**config.mk**
```make
export PLATFORM = sky130hd
export DESIGN_NAME = page_cache_lru_directory_flat
export DESIGN_NICKNAME = d
export VERILOG_FILES = /design/src/rtl/pcd_pkg.sv /design/src/rtl/pcd_req_if.sv /design/src/rtl/pcd_rsp_if.sv /design/src/rtl/pcd_ram.sv /design/src/rtl/pcd_cfg.sv /design/src/rtl/pcd_core.sv /design/src/rtl/page_cache_lru_directory.sv /design/src/flat_wrapper.sv
export SDC_FILE = /design/constraint.sdc
export NUM_CORES = 2
export LEC_CHECK = 0
export BUFFER_PORTS_ARGS = -buffer_cell sky130_fd_sc_hd__buf_4
export CORE_ASPECT_RATIO = 1.2
export CORE_MARGIN = 8
export CORE_UTILIZATION = 35
export DETAILED_ROUTE_END_ITERATION = 8
export GPL_ROUTABILITY_DRIVEN = 1
export GPL_TIMING_DRIVEN = 0
export PLACE_DENSITY_LB_ADDON = 0.08
export SKIP_LAST_GASP = 1
export SLEW_MARGIN = 0
export SYNTH_ARGS = -nofsm -noshare
export SYNTH_HDL_FRONTEND = slang
export SYNTH_HIERARCHICAL = 1
export SYNTH_SLANG_ARGS = --single-unit
```
**constraint.sdc**
```tcl
create_clock -name clk -period 24.3 [get_ports clk]
set_clock_uncertainty 0.1 [all_clocks]
set_input_delay 1.215 -clock clk [delete_from_list [all_inputs] [get_ports clk]]
set_output_delay 1.215 -clock clk [all_outputs]
set_load 0.02 [all_outputs]
```
**src/rtl/pcd_pkg.sv**
```systemverilog
// Shared types and constants for the page cache LRU directory.
package pcd_pkg;

    localparam int PAGE_W   = 32;
    localparam int OFFSET_W = 48;
    localparam int COUNT_W  = 64;
    localparam int SHIFT_W  = 5;
    localparam int STATUS_W = 2;

    localparam logic [PAGE_W-1:0]  MAX_PAGES           = 32'hFFFF_FFFF;
    localparam logic [SHIFT_W-1:0] PAGE_SHIFT_RESET    = 5'd12;
    localparam logic [PAGE_W-1:0]  INITIAL_PAGES_RESET = 32'd1;

    localparam logic OP_READ  = 1'b0;
    localparam logic OP_ALLOC = 1'b1;

    localparam logic [STATUS_W-1:0] STATUS_OK    = 2'd0;
    localparam logic [STATUS_W-1:0] STATUS_RANGE = 2'd1;
    localparam logic [STATUS_W-1:0] STATUS_SAT   = 2'd2;

    localparam logic REG_PAGE_SHIFT    = 1'b0;
    localparam logic REG_INITIAL_PAGES = 1'b1;

    typedef enum logic [1:0] {
        ST_IDLE,
        ST_SCAN,
        ST_UPDATE,
        ST_DONE
    } state_t;

    typedef struct packed {
        logic [SHIFT_W-1:0] page_shift;
        logic               load_pages;
        logic [PAGE_W-1:0]  load_value;
    } cfg_t;

endpackage

```
**src/rtl/pcd_req_if.sv**
```systemverilog
// Request channel: operation and page number.
interface pcd_req_if
    import pcd_pkg::*;
();
    logic              valid;
    logic              ready;
    logic              op;
    logic [PAGE_W-1:0] page_no;

    modport source (output valid, output op, output page_no, input ready);
    modport sink   (input valid, input op, input page_no, output ready);
endinterface

```
**src/rtl/pcd_rsp_if.sv**
```systemverilog
// Response channel: status, hit flag, offset, allocated page and counters.
interface pcd_rsp_if
    import pcd_pkg::*;
();
    logic                valid;
    logic                ready;
    logic [STATUS_W-1:0] status;
    logic                hit;
    logic [OFFSET_W-1:0] byte_offset;
    logic [PAGE_W-1:0]   alloc_page;
    logic [COUNT_W-1:0]  hit_count;
    logic [COUNT_W-1:0]  miss_count;

    modport source (output valid, output status, output hit, output byte_offset,
                    output alloc_page, output hit_count, output miss_count, input ready);
    modport sink   (input valid, input status, input hit, input byte_offset,
                    input alloc_page, input hit_count, input miss_count, output ready);
endinterface

```
**src/rtl/pcd_ram.sv**
```systemverilog
// Generic single-write, single-read RAM with registered read data.
module pcd_ram #(
    parameter int WIDTH = 8,
    parameter int DEPTH = 64
) (
    input  logic                     clk,
    input  logic                     we,
    input  logic [$clog2(DEPTH)-1:0] waddr,
    input  logic [WIDTH-1:0]         wdata,
    input  logic                     re,
    input  logic [$clog2(DEPTH)-1:0] raddr,
    output logic [WIDTH-1:0]         rdata
);
    logic [WIDTH-1:0] mem [DEPTH];

    always_ff @(posedge clk)
    begin
        if (we)
        begin
            mem[waddr] <= wdata;
        end
        if (re)
        begin
            rdata <= mem[raddr];
        end
    end
endmodule

```
**src/rtl/pcd_cfg.sv**
```systemverilog
// APB configuration registers: page shift and initial page count.
module pcd_cfg
    import pcd_pkg::*;
(
    input  logic        clk,
    input  logic        rst_n,
    input  logic        psel,
    input  logic        penable,
    input  logic        pwrite,
    input  logic [2:0]  paddr,
    input  logic [31:0] pwdata,
    output logic [31:0] prdata,
    output logic        pready,
    output cfg_t        cfg
);
    logic [SHIFT_W-1:0] page_shift_reg;
    logic [PAGE_W-1:0]  initial_pages_reg;
    logic               wr_en;
    logic               reg_idx;

    assign pready  = 1'b1;
    assign reg_idx = paddr[2];
    assign wr_en   = psel & penable & pwrite & pready;

    always_ff @(posedge clk or negedge rst_n)
    begin
        if (!rst_n)
        begin
            page_shift_reg    <= PAGE_SHIFT_RESET;
            initial_pages_reg <= INITIAL_PAGES_RESET;
        end
        else if (wr_en)
        begin
            case (reg_idx)
                REG_PAGE_SHIFT:    page_shift_reg    <= pwdata[SHIFT_W-1:0];
                REG_INITIAL_PAGES: initial_pages_reg <= pwdata;
                default:           page_shift_reg    <= page_shift_reg;
            endcase
        end
    end

    always_comb
    begin
        case (reg_idx)
            REG_PAGE_SHIFT:    prdata = {{(32-SHIFT_W){1'b0}}, page_shift_reg};
            REG_INITIAL_PAGES: prdata = initial_pages_reg;
            default:           prdata = '0;
        endcase
    end

    assign cfg.page_shift = page_shift_reg;
    assign cfg.load_pages = wr_en & (reg_idx == REG_INITIAL_PAGES);
    assign cfg.load_value = pwdata;
endmodule

```
**src/rtl/pcd_core.sv**
```systemverilog
// Sequencer: scans the directory RAM with one compare unit, then rewrites ranks.
module pcd_core
    import pcd_pkg::*;
#(
    parameter int ENTRIES = 64
) (
    input  logic                                   clk,
    input  logic                                   rst_n,
    input  cfg_t                                   cfg,
    pcd_req_if.sink                                req,
    pcd_rsp_if.source                              rsp,
    output logic                                   ram_we,
    output logic [$clog2(ENTRIES)-1:0]             ram_waddr,
    output logic [PAGE_W+$clog2(ENTRIES)-1:0]      ram_wdata,
    output logic                                   ram_re,
    output logic [$clog2(ENTRIES)-1:0]             ram_raddr,
    input  logic [PAGE_W+$clog2(ENTRIES)-1:0]      ram_rdata
);
    localparam int AW = $clog2(ENTRIES);
    localparam int CW = $clog2(ENTRIES + 1);

    state_t state_reg, state_next;

    logic [PAGE_W-1:0]   pages_reg, pages_next;
    logic [COUNT_W-1:0]  hits_reg, hits_next;
    logic [COUNT_W-1:0]  misses_reg, misses_next;
    logic [CW-1:0]       fill_reg, fill_next;
    logic [CW-1:0]       rd_addr_reg, rd_addr_next;
    logic [CW-1:0]       limit_reg, limit_next;
    logic                rd_vld_reg, rd_vld_next;
    logic [AW-1:0]       dat_idx_reg, dat_idx_next;

    logic                found_reg, found_next;
    logic [AW-1:0]       found_idx_reg, found_idx_next;
    logic [AW-1:0]       found_age_reg, found_age_next;
    logic                vict_any_reg, vict_any_next;
    logic [AW-1:0]       vict_idx_reg, vict_idx_next;
    logic [AW-1:0]       vict_age_reg, vict_age_next;

    logic [AW-1:0]       target_reg, target_next;
    logic [AW-1:0]       old_age_reg, old_age_next;
    logic                age_all_reg, age_all_next;

    logic [PAGE_W-1:0]   page_reg, page_next;
    logic [STATUS_W-1:0] res_status_reg, res_status_next;
    logic                res_hit_reg, res_hit_next;
    logic [OFFSET_W-1:0] res_offset_reg, res_offset_next;
    logic [PAGE_W-1:0]   res_newp_reg, res_newp_next;

    logic                out_valid_reg, out_valid_next;
    logic                out_load;

    logic [OFFSET_W-1:0] offset_calc;
    logic [PAGE_W-1:0]   dat_page;
    logic [AW-1:0]       dat_age;
    logic                issue;

    assign offset_calc = {{(OFFSET_W-PAGE_W){1'b0}}, req.page_no} << cfg.page_shift;
    assign dat_page    = ram_rdata[PAGE_W+AW-1:AW];
    assign dat_age     = ram_rdata[AW-1:0];
    assign req.ready   = (state_reg == ST_IDLE);

    always_ff @(posedge clk or negedge rst_n)
    begin
        if (!rst_n)
        begin
            state_reg     <= ST_IDLE;
            pages_reg     <= INITIAL_PAGES_RESET;
            hits_reg      <= '0;
            misses_reg    <= '0;
            fill_reg      <= '0;
            rd_addr_reg   <= '0;
            limit_reg     <= '0;
            rd_vld_reg    <= 1'b0;
            found_reg     <= 1'b0;
            vict_any_reg  <= 1'b0;
            age_all_reg   <= 1'b0;
            out_valid_reg <= 1'b0;
        end
        else
        begin
            state_reg     <= state_next;
            pages_reg     <= pages_next;
            hits_reg      <= hits_next;
            misses_reg    <= misses_next;
            fill_reg      <= fill_next;
            rd_addr_reg   <= rd_addr_next;
            limit_reg     <= limit_next;
            rd_vld_reg    <= rd_vld_next;
            found_reg     <= found_next;
            vict_any_reg  <= vict_any_next;
            age_all_reg   <= age_all_next;
            out_valid_reg <= out_valid_next;
        end
    end

    always_ff @(posedge clk)
    begin
        dat_idx_reg    <= dat_idx_next;
        found_idx_reg  <= found_idx_next;
        found_age_reg  <= found_age_next;
        vict_idx_reg   <= vict_idx_next;
        vict_age_reg   <= vict_age_next;
        target_reg     <= target_next;
        old_age_reg    <= old_age_next;
        page_reg       <= page_next;
        res_status_reg <= res_status_next;
        res_hit_reg    <= res_hit_next;
        res_offset_reg <= res_offset_next;
        res_newp_reg   <= res_newp_next;
    end

    always_ff @(posedge clk)
    begin
        if (out_load)
        begin
            rsp.status      <= res_status_reg;
            rsp.hit         <= res_hit_reg;
            rsp.byte_offset <= res_offset_reg;
            rsp.alloc_page  <= res_newp_reg;
            rsp.hit_count   <= hits_reg;
            rsp.miss_count  <= misses_reg;
        end
    end

    assign rsp.valid = out_valid_reg;

    always_comb
    begin
        state_next      = state_reg;
        pages_next      = pages_reg;
        hits_next       = hits_reg;
        misses_next     = misses_reg;
        fill_next       = fill_reg;
        rd_addr_next    = rd_addr_reg;
        limit_next      = limit_reg;
        rd_vld_next     = 1'b0;
        dat_idx_next    = dat_idx_reg;
        found_next      = found_reg;
        found_idx_next  = found_idx_reg;
        found_age_next  = found_age_reg;
        vict_any_next   = vict_any_reg;
        vict_idx_next   = vict_idx_reg;
        vict_age_next   = vict_age_reg;
        target_next     = target_reg;
        old_age_next    = old_age_reg;
        age_all_next    = age_all_reg;
        page_next       = page_reg;
        res_status_next = res_status_reg;
        res_hit_next    = res_hit_reg;
        res_offset_next = res_offset_reg;
        res_newp_next   = res_newp_reg;
        out_load        = 1'b0;
        out_valid_next  = out_valid_reg & ~rsp.ready;
        issue           = 1'b0;
        ram_we          = 1'b0;
        ram_waddr       = dat_idx_reg;
        ram_wdata       = ram_rdata;

        case (state_reg)
            ST_IDLE:
            begin
                if (req.valid)
                begin
                    page_next       = req.page_no;
                    res_status_next = STATUS_OK;
                    res_hit_next    = 1'b0;
                    res_offset_next = '0;
                    res_newp_next   = '0;
                    if (req.op == OP_ALLOC)
                    begin
                        if (pages_reg == MAX_PAGES)
                        begin
                            res_status_next = STATUS_SAT;
                        end
                        else
                        begin
                            res_newp_next = pages_reg;
                            pages_next    = pages_reg + 32'd1;
                        end
                        state_next = ST_DONE;
                    end
                    else if (req.page_no >= pages_reg)
                    begin
                        res_status_next = STATUS_RANGE;
                        state_next      = ST_DONE;
                    end
                    else
                    begin
                        res_offset_next = offset_calc;
                        found_next      = 1'b0;
                        vict_any_next   = 1'b0;
                        rd_addr_next    = '0;
                        state_next      = ST_SCAN;
                    end
                end
            end

            ST_SCAN:
            begin
                if (rd_addr_reg < fill_reg)
                begin
                    issue        = 1'b1;
                    rd_vld_next  = 1'b1;
                    dat_idx_next = rd_addr_reg[AW-1:0];
                    rd_addr_next = rd_addr_reg + CW'(1);
                end
                if (rd_vld_reg)
                begin
                    if (!found_reg && (dat_page == page_reg))
                    begin
                        found_next     = 1'b1;
                        found_idx_next = dat_idx_reg;
                        found_age_next = dat_age;
                    end
                    if (!vict_any_reg || (dat_age > vict_age_reg))
                    begin
                        vict_any_next = 1'b1;
                        vict_idx_next = dat_idx_reg;
                        vict_age_next = dat_age;
                    end
                end
                if ((rd_addr_reg == fill_reg) && !rd_vld_reg)
                begin
                    rd_addr_next = '0;
                    limit_next   = fill_reg;
                    age_all_next = 1'b0;
                    if (found_reg)
                    begin
                        target_next  = found_idx_reg;
                        old_age_next = found_age_reg;
                    end
                    else if (fill_reg < CW'(ENTRIES))
                    begin
                        target_next  = fill_reg[AW-1:0];
                        old_age_next = '0;
                        age_all_next = 1'b1;
                        limit_next   = fill_reg + CW'(1);
                    end
                    else
                    begin
                        target_next  = vict_idx_reg;
                        old_age_next = vict_age_reg;
                    end
                    state_next = ST_UPDATE;
                end
            end

            ST_UPDATE:
            begin
                if (rd_addr_reg < limit_reg)
                begin
                    issue        = 1'b1;
                    rd_vld_next  = 1'b1;
                    dat_idx_next = rd_addr_reg[AW-1:0];
                    rd_addr_next = rd_addr_reg + CW'(1);
                end
                if (rd_vld_reg)
                begin
                    ram_we = 1'b1;
                    if (dat_idx_reg == target_reg)
                    begin
                        ram_wdata = {(found_reg ? dat_page : page_reg), {AW{1'b0}}};
                    end
                    else if (age_all_reg || (dat_age < old_age_reg))
                    begin
                        ram_wdata = {dat_page, dat_age + AW'(1)};
                    end
                end
                if ((rd_addr_reg == limit_reg) && !rd_vld_reg)
                begin
                    res_hit_next = found_reg;
                    if (found_reg)
                    begin
                        hits_next = hits_reg + 64'd1;
                    end
                    else
                    begin
                        misses_next = misses_reg + 64'd1;
                    end
                    if (age_all_reg)
                    begin
                        fill_next = fill_reg + CW'(1);
                    end
                    state_next = ST_DONE;
                end
            end

            ST_DONE:
            begin
                if (!out_valid_reg || rsp.ready)
                begin
                    out_load       = 1'b1;
                    out_valid_next = 1'b1;
                    state_next     = ST_IDLE;
                end
            end

            default:
            begin
                state_next = ST_IDLE;
            end
        endcase

        if (cfg.load_pages)
        begin
            pages_next = (cfg.load_value == '0) ? 32'd1 : cfg.load_value;
        end
    end

    assign ram_re    = issue;
    assign ram_raddr = rd_addr_reg[AW-1:0];
endmodule

```
**src/rtl/page_cache_lru_directory.sv**
```systemverilog
// Top level of the page cache LRU directory: config port, sequencer and directory RAM.
//
//  Channel | Direction | Handshake          | Payload
//  req     | in        | valid/ready        | op, page_no
//  rsp     | out       | valid/ready        | status, hit, byte_offset, alloc_page,
//          |           |                    | hit_count, miss_count
//  apb     | in        | psel/penable/pready| paddr, pwdata, prdata
//
//  Alloc and out-of-range reads skip the directory RAM and go straight to the result stage.
//  In-range reads make two passes over the directory RAM, a match scan and a rank rewrite,
//  each over the N filled entries; when a free entry is filled, the rewrite covers it too.
//  Reset needs no clearing pass; a fill count marks which entries hold pages.
//  req.ready is low while a transaction is in progress or its result is waiting to load.
module page_cache_lru_directory
    import pcd_pkg::*;
#(
    parameter int ENTRIES = 64
) (
    input  logic        clk,
    input  logic        rst_n,
    pcd_req_if.sink     req,
    pcd_rsp_if.source   rsp,
    input  logic        psel,
    input  logic        penable,
    input  logic        pwrite,
    input  logic [2:0]  paddr,
    input  logic [31:0] pwdata,
    output logic [31:0] prdata,
    output logic        pready
);
    localparam int AW     = $clog2(ENTRIES);
    localparam int WORD_W = PAGE_W + AW;

    cfg_t              cfg;
    logic              ram_we;
    logic [AW-1:0]     ram_waddr;
    logic [WORD_W-1:0] ram_wdata;
    logic              ram_re;
    logic [AW-1:0]     ram_raddr;
    logic [WORD_W-1:0] ram_rdata;

    pcd_cfg u_cfg (
        .clk     (clk),
        .rst_n   (rst_n),
        .psel    (psel),
        .penable (penable),
        .pwrite  (pwrite),
        .paddr   (paddr),
        .pwdata  (pwdata),
        .prdata  (prdata),
        .pready  (pready),
        .cfg     (cfg)
    );

    pcd_core #(
        .ENTRIES (ENTRIES)
    ) u_core (
        .clk       (clk),
        .rst_n     (rst_n),
        .cfg       (cfg),
        .req       (req),
        .rsp       (rsp),
        .ram_we    (ram_we),
        .ram_waddr (ram_waddr),
        .ram_wdata (ram_wdata),
        .ram_re    (ram_re),
        .ram_raddr (ram_raddr),
        .ram_rdata (ram_rdata)
    );

    pcd_ram #(
        .WIDTH (WORD_W),
        .DEPTH (ENTRIES)
    ) u_dir_ram (
        .clk   (clk),
        .we    (ram_we),
        .waddr (ram_waddr),
        .wdata (ram_wdata),
        .re    (ram_re),
        .raddr (ram_raddr),
        .rdata (ram_rdata)
    );
endmodule
```
**src/flat_wrapper.sv**
```systemverilog
// flat-port wrapper written by rule: the top's interface ports become plain ports
module page_cache_lru_directory_flat import pcd_pkg::*;
#(
    parameter int ENTRIES = 64
)
  (clk, rst_n, psel, penable, pwrite, paddr, pwdata, prdata, pready, req_valid, req_op, req_page_no, req_ready, rsp_valid, rsp_status, rsp_hit, rsp_byte_offset, rsp_alloc_page, rsp_hit_count, rsp_miss_count, rsp_ready);
  pcd_req_if req_i ();
  pcd_rsp_if rsp_i ();
  input  logic clk;
  input  logic rst_n;
  input  logic psel;
  input  logic penable;
  input  logic pwrite;
  input  logic [2:0] paddr;
  input  logic [31:0] pwdata;
  output logic [31:0] prdata;
  output logic pready;
  input wire logic [$bits(req_i.valid)-1:0] req_valid;
  input wire logic [$bits(req_i.op)-1:0] req_op;
  input wire logic [$bits(req_i.page_no)-1:0] req_page_no;
  output wire logic [$bits(req_i.ready)-1:0] req_ready;
  output wire logic [$bits(rsp_i.valid)-1:0] rsp_valid;
  output wire logic [$bits(rsp_i.status)-1:0] rsp_status;
  output wire logic [$bits(rsp_i.hit)-1:0] rsp_hit;
  output wire logic [$bits(rsp_i.byte_offset)-1:0] rsp_byte_offset;
  output wire logic [$bits(rsp_i.alloc_page)-1:0] rsp_alloc_page;
  output wire logic [$bits(rsp_i.hit_count)-1:0] rsp_hit_count;
  output wire logic [$bits(rsp_i.miss_count)-1:0] rsp_miss_count;
  input wire logic [$bits(rsp_i.ready)-1:0] rsp_ready;
  assign req_i.valid = req_valid;
  assign req_i.op = req_op;
  assign req_i.page_no = req_page_no;
  assign req_ready = req_i.ready;
  assign rsp_valid = rsp_i.valid;
  assign rsp_status = rsp_i.status;
  assign rsp_hit = rsp_i.hit;
  assign rsp_byte_offset = rsp_i.byte_offset;
  assign rsp_alloc_page = rsp_i.alloc_page;
  assign rsp_hit_count = rsp_i.hit_count;
  assign rsp_miss_count = rsp_i.miss_count;
  assign rsp_i.ready = rsp_ready;
  page_cache_lru_directory #(.ENTRIES(ENTRIES)) u_core (.clk(clk), .rst_n(rst_n), .req(req_i), .rsp(rsp_i), .psel(psel), .penable(penable), .pwrite(pwrite), .paddr(paddr), .pwdata(pwdata), .prdata(prdata), .pready(pready));
endmodule
```
==> impl_metrics.env <==
export IMPL_finalNonFillerCells=11740
export IMPL_crit_arrival_ns=6.37
export IMPL_grt_max_degree=107
export IMPL_cts_max_path_buffers=4
export IMPL_ys_seq_area_share_pct=75.35
export IMPL_fin_setup_tns_ns=0
export IMPL_hold_depth=0
export IMPL_die_h_microns=659.0
export IMPL_syn_to_final_growth_pct=18.70
export IMPL_ant_nets=0
export IMPL_final_common_cell="edfxtp_1"
export IMPL_die_w_microns=551.8
export IMPL_maxSlewHeadroom_pct=-1.686
export IMPL_utilization_pct=41.64
export IMPL_grt_use_total_pct=21.32
export IMPL_gp_congestion=0.9498
export IMPL_synth_compound_area_share_pct=3.666
export IMPL_period_share_pct=24.48
export IMPL_post_drt_wl_per_cell_microns=33.75
export IMPL_worstMarginPinSlew_ns=1.525
export IMPL_grt_pass1_wl_microns=544900
export IMPL_reg2reg_depth=8
export IMPL_finalSetupViolCount=0
export IMPL_cts_root_buf="clkbuf_16"
export IMPL_largest_register="u_core/u_dir_ram/mem"
export IMPL_dp_hpwl_microns=273300
export IMPL_io_pins=321
export IMPL_dp_cells=11160
export IMPL_cts_reportedPaths_clkPinSlew_ns=0.06
export IMPL_clock_sinks=3063
export IMPL_min_path_type="register to register"
export IMPL_vias=65020
export IMPL_synthFlopType="edfxtp_1"
export IMPL_synth_top_family_by_area="multiplexers"
export IMPL_rsz0062_at_grt="false"
export IMPL_synth_xor_area_share_pct=1.307
export IMPL_worstSetupPathType="register to register"
export IMPL_synthSimpleGateAreaFrac_pct=3.772
export IMPL_largest_register_ffs=2432
export IMPL_cts_buffers_inserted=326
export IMPL_cts_tree="yes"
export IMPL_worst_path_max_fanout=10
export IMPL_netlist_cell_type_count=81
export IMPL_start_kind="register"
export IMPL_ir_drop_mv=0.04892
export IMPL_async_flop_share_pct=7.346
export IMPL_netlist_instances=6149
export IMPL_hold_viol=0
export IMPL_die_area_sq_um=363600
export IMPL_initial_core_util_pct=35.08
export IMPL_h_tree_depth=5
export IMPL_most_common_layout_cells="2,838 x edfxtp_1, 616 x mux4_2, 413 x buf_4, 332 x clkbuf_16, 254 x nand2_1"
export IMPL_core_area_sq_um=343700
export IMPL_critPathCaptureType="register"
export IMPL_power_density_nw_per_um2=76.08
export IMPL_syn_num_nets=6292
export IMPL_ys_ff_latch=3063
export IMPL_power_mw=10.89
export IMPL_period_needed_ns=5.949
export IMPL_fmax_mhz=168.1
export IMPL_remaining_drc_errors=0
export IMPL_power_leakage_nw=37.13
export IMPL_drive_gt1_share_pct=27.03
export IMPL_antenna_found_initial=24
export IMPL_netlist_area_sq_um=120600
export IMPL_max_cap_violations=3
export IMPL_violations="capacitance limit, slew limit"
export IMPL_dr_pass1_iters=7
export IMPL_place_area_sq_um=132700
export IMPL_clkLatencyLatePin_ns=0.92
export IMPL_cts_resized=0
export IMPL_drt_initial_drc_count=6643
export IMPL_rows=236
export IMPL_routed_wl_microns=396300
export IMPL_port_buffers=316
export IMPL_critical_path_required_ns=24.72
export IMPL_synth_mux_area_share_pct=13.31
export IMPL_drv_slew=33
export IMPL_num_nets_final=7107
export IMPL_via_per_inst=5.537
export IMPL_grt_overflow_total=0
export IMPL_outcome="finished, violations left"
export IMPL_synth_area_per_cell_sq_um=19.61
export IMPL_synth_edff_count=2838
export IMPL_finalInstanceArea_sq_um=143100
export IMPL_synth_adder_area_share_pct=0.7056
export IMPL_grt_pass1_vias=66600
export IMPL_synth_warnings=6
where the power goes:
group,total [mW],switching (mW),internal (mW)
sequential,5.71,0.0141,5.70
combinational,0.281,0.167,0.114
clock,4.90,2.10,2.80
routing by layer:
| layer | up-vias | GRT usage [%] | wire [microns] |
|---|---|---|---|
| li1 | 26710 | - | - |
| met1 | 35270 | 28.12 | 162400 |
| met2 | 2417 | 35.82 | 192700 |
| met3 | 610 | 3.475 | 24690 |
| met4 | 18 | 7.479 | 16370 |
| met5 | - | 0 | 161 |
timing repair:
action | in CTS | in global routing
endpoints found under the setup margin | 0 | 0
buffers inserted | 0 | 0
hold buffers | 1 | 0
endpoints found under the hold margin | 24 | 0
synth_stat cells, drive strengths merged (45+ instances only):
master | count | share of area [%]
mux4 | 616 | 12
o22ai | 85 | 0.44
nand4 | 67 | 0.37
clkbuf | 155 | 0.48
a22o | 45 | 0.33
nor2 | 257 | 0.81
a21oi | 162 | 0.67
buf | 187 | 1.1
a22oi | 69 | 0.43
mux2 | 112 | 1.0
nor3 | 61 | 0.25
and2 | 48 | 0.25
mux2i | 91 | 0.76
xnor2 | 122 | 0.89
o21ai | 64 | 0.27
xor2 | 58 | 0.42
inv | 102 | 0.32
edfxtp | 2838 | 71
nand2 | 254 | 0.79
nand3 | 69 | 0.29
ha | 68 | 0.71
a221oi | 65 | 0.48
dfrtp | 221 | 4.6
cell families (layout without fill, tap and decap cells):
logic type	after synthesis	count (layout)
compound gates	644	644
xor+xnor	180	180
fa+ha+maj	68	68
buf+inv	444	1509
flops	3063	3063
mux	819	819
other cells	1	7
simple gates	930	930
critical path, stage by stage, from the launching register on:
cell	delay (ns)
dfrtp_1	0.62
buf_4	0.27
clkbuf_1	0.70
clkbuf_1	0.88
nand3_1	0.83
o221ai_1	0.56
a21oi_1	0.21
a21oi_1	0.90
a221oi_1	0.39
stage by stage:
step	worst slack (ns)	hold slack [ns]
2_1_floorplan	11.93	0.3003
3_3_place_gp	7.127	0.3010
3_5_place_dp	18.77	0.3045
4_1_cts	18.73	0.3169
5_1_grt	18.44	0.3200
6_report	18.35	0.3144
area by class of cell:
type,count,area [sq um]
Antenna cell,6,15.01
Sequential cell,3063,90860
Buffer,342,1899
Fill cell,30580,200600
Tap cell,4522,5658
Inverter,102,385.4
Clock buffer,404,8618
Clock inverter,174,1705
Multi-Input combinational cell,2642,28130
Timing Repair Buffer,487,5857
worst paths after layout:
kind	start	to	slack (ns)
setup / recovery	u_core/u_core/rd_addr_reg[3]$_DFFE_PN0P_	u_core/u_dir_ram/rdata[15]$_DFFE_PP_	18.35
hold / removal	u_core/u_core/res_newp_reg[26]$_SDFFCE_PP0P_	u_core/u_core/rsp.alloc_page[26]$_DFFE_PP_	0.31
setup reg to reg	u_core/u_core/rd_addr_reg[3]$_DFFE_PN0P_	u_core/u_dir_ram/rdata[15]$_DFFE_PP_	18.35
hold reg to reg	u_core/u_core/res_newp_reg[26]$_SDFFCE_PP0P_	u_core/u_core/rsp.alloc_page[26]$_DFFE_PP_	0.31
max in group asynchronous	rst_n	u_core/u_cfg/initial_pages_reg[1]$_DFFE_PN0P_	22.01
min in group asynchronous	rst_n	u_core/u_core/misses_reg[48]$_DFFE_PN0P_	0.63
Power figures use the tool's default switching activity.
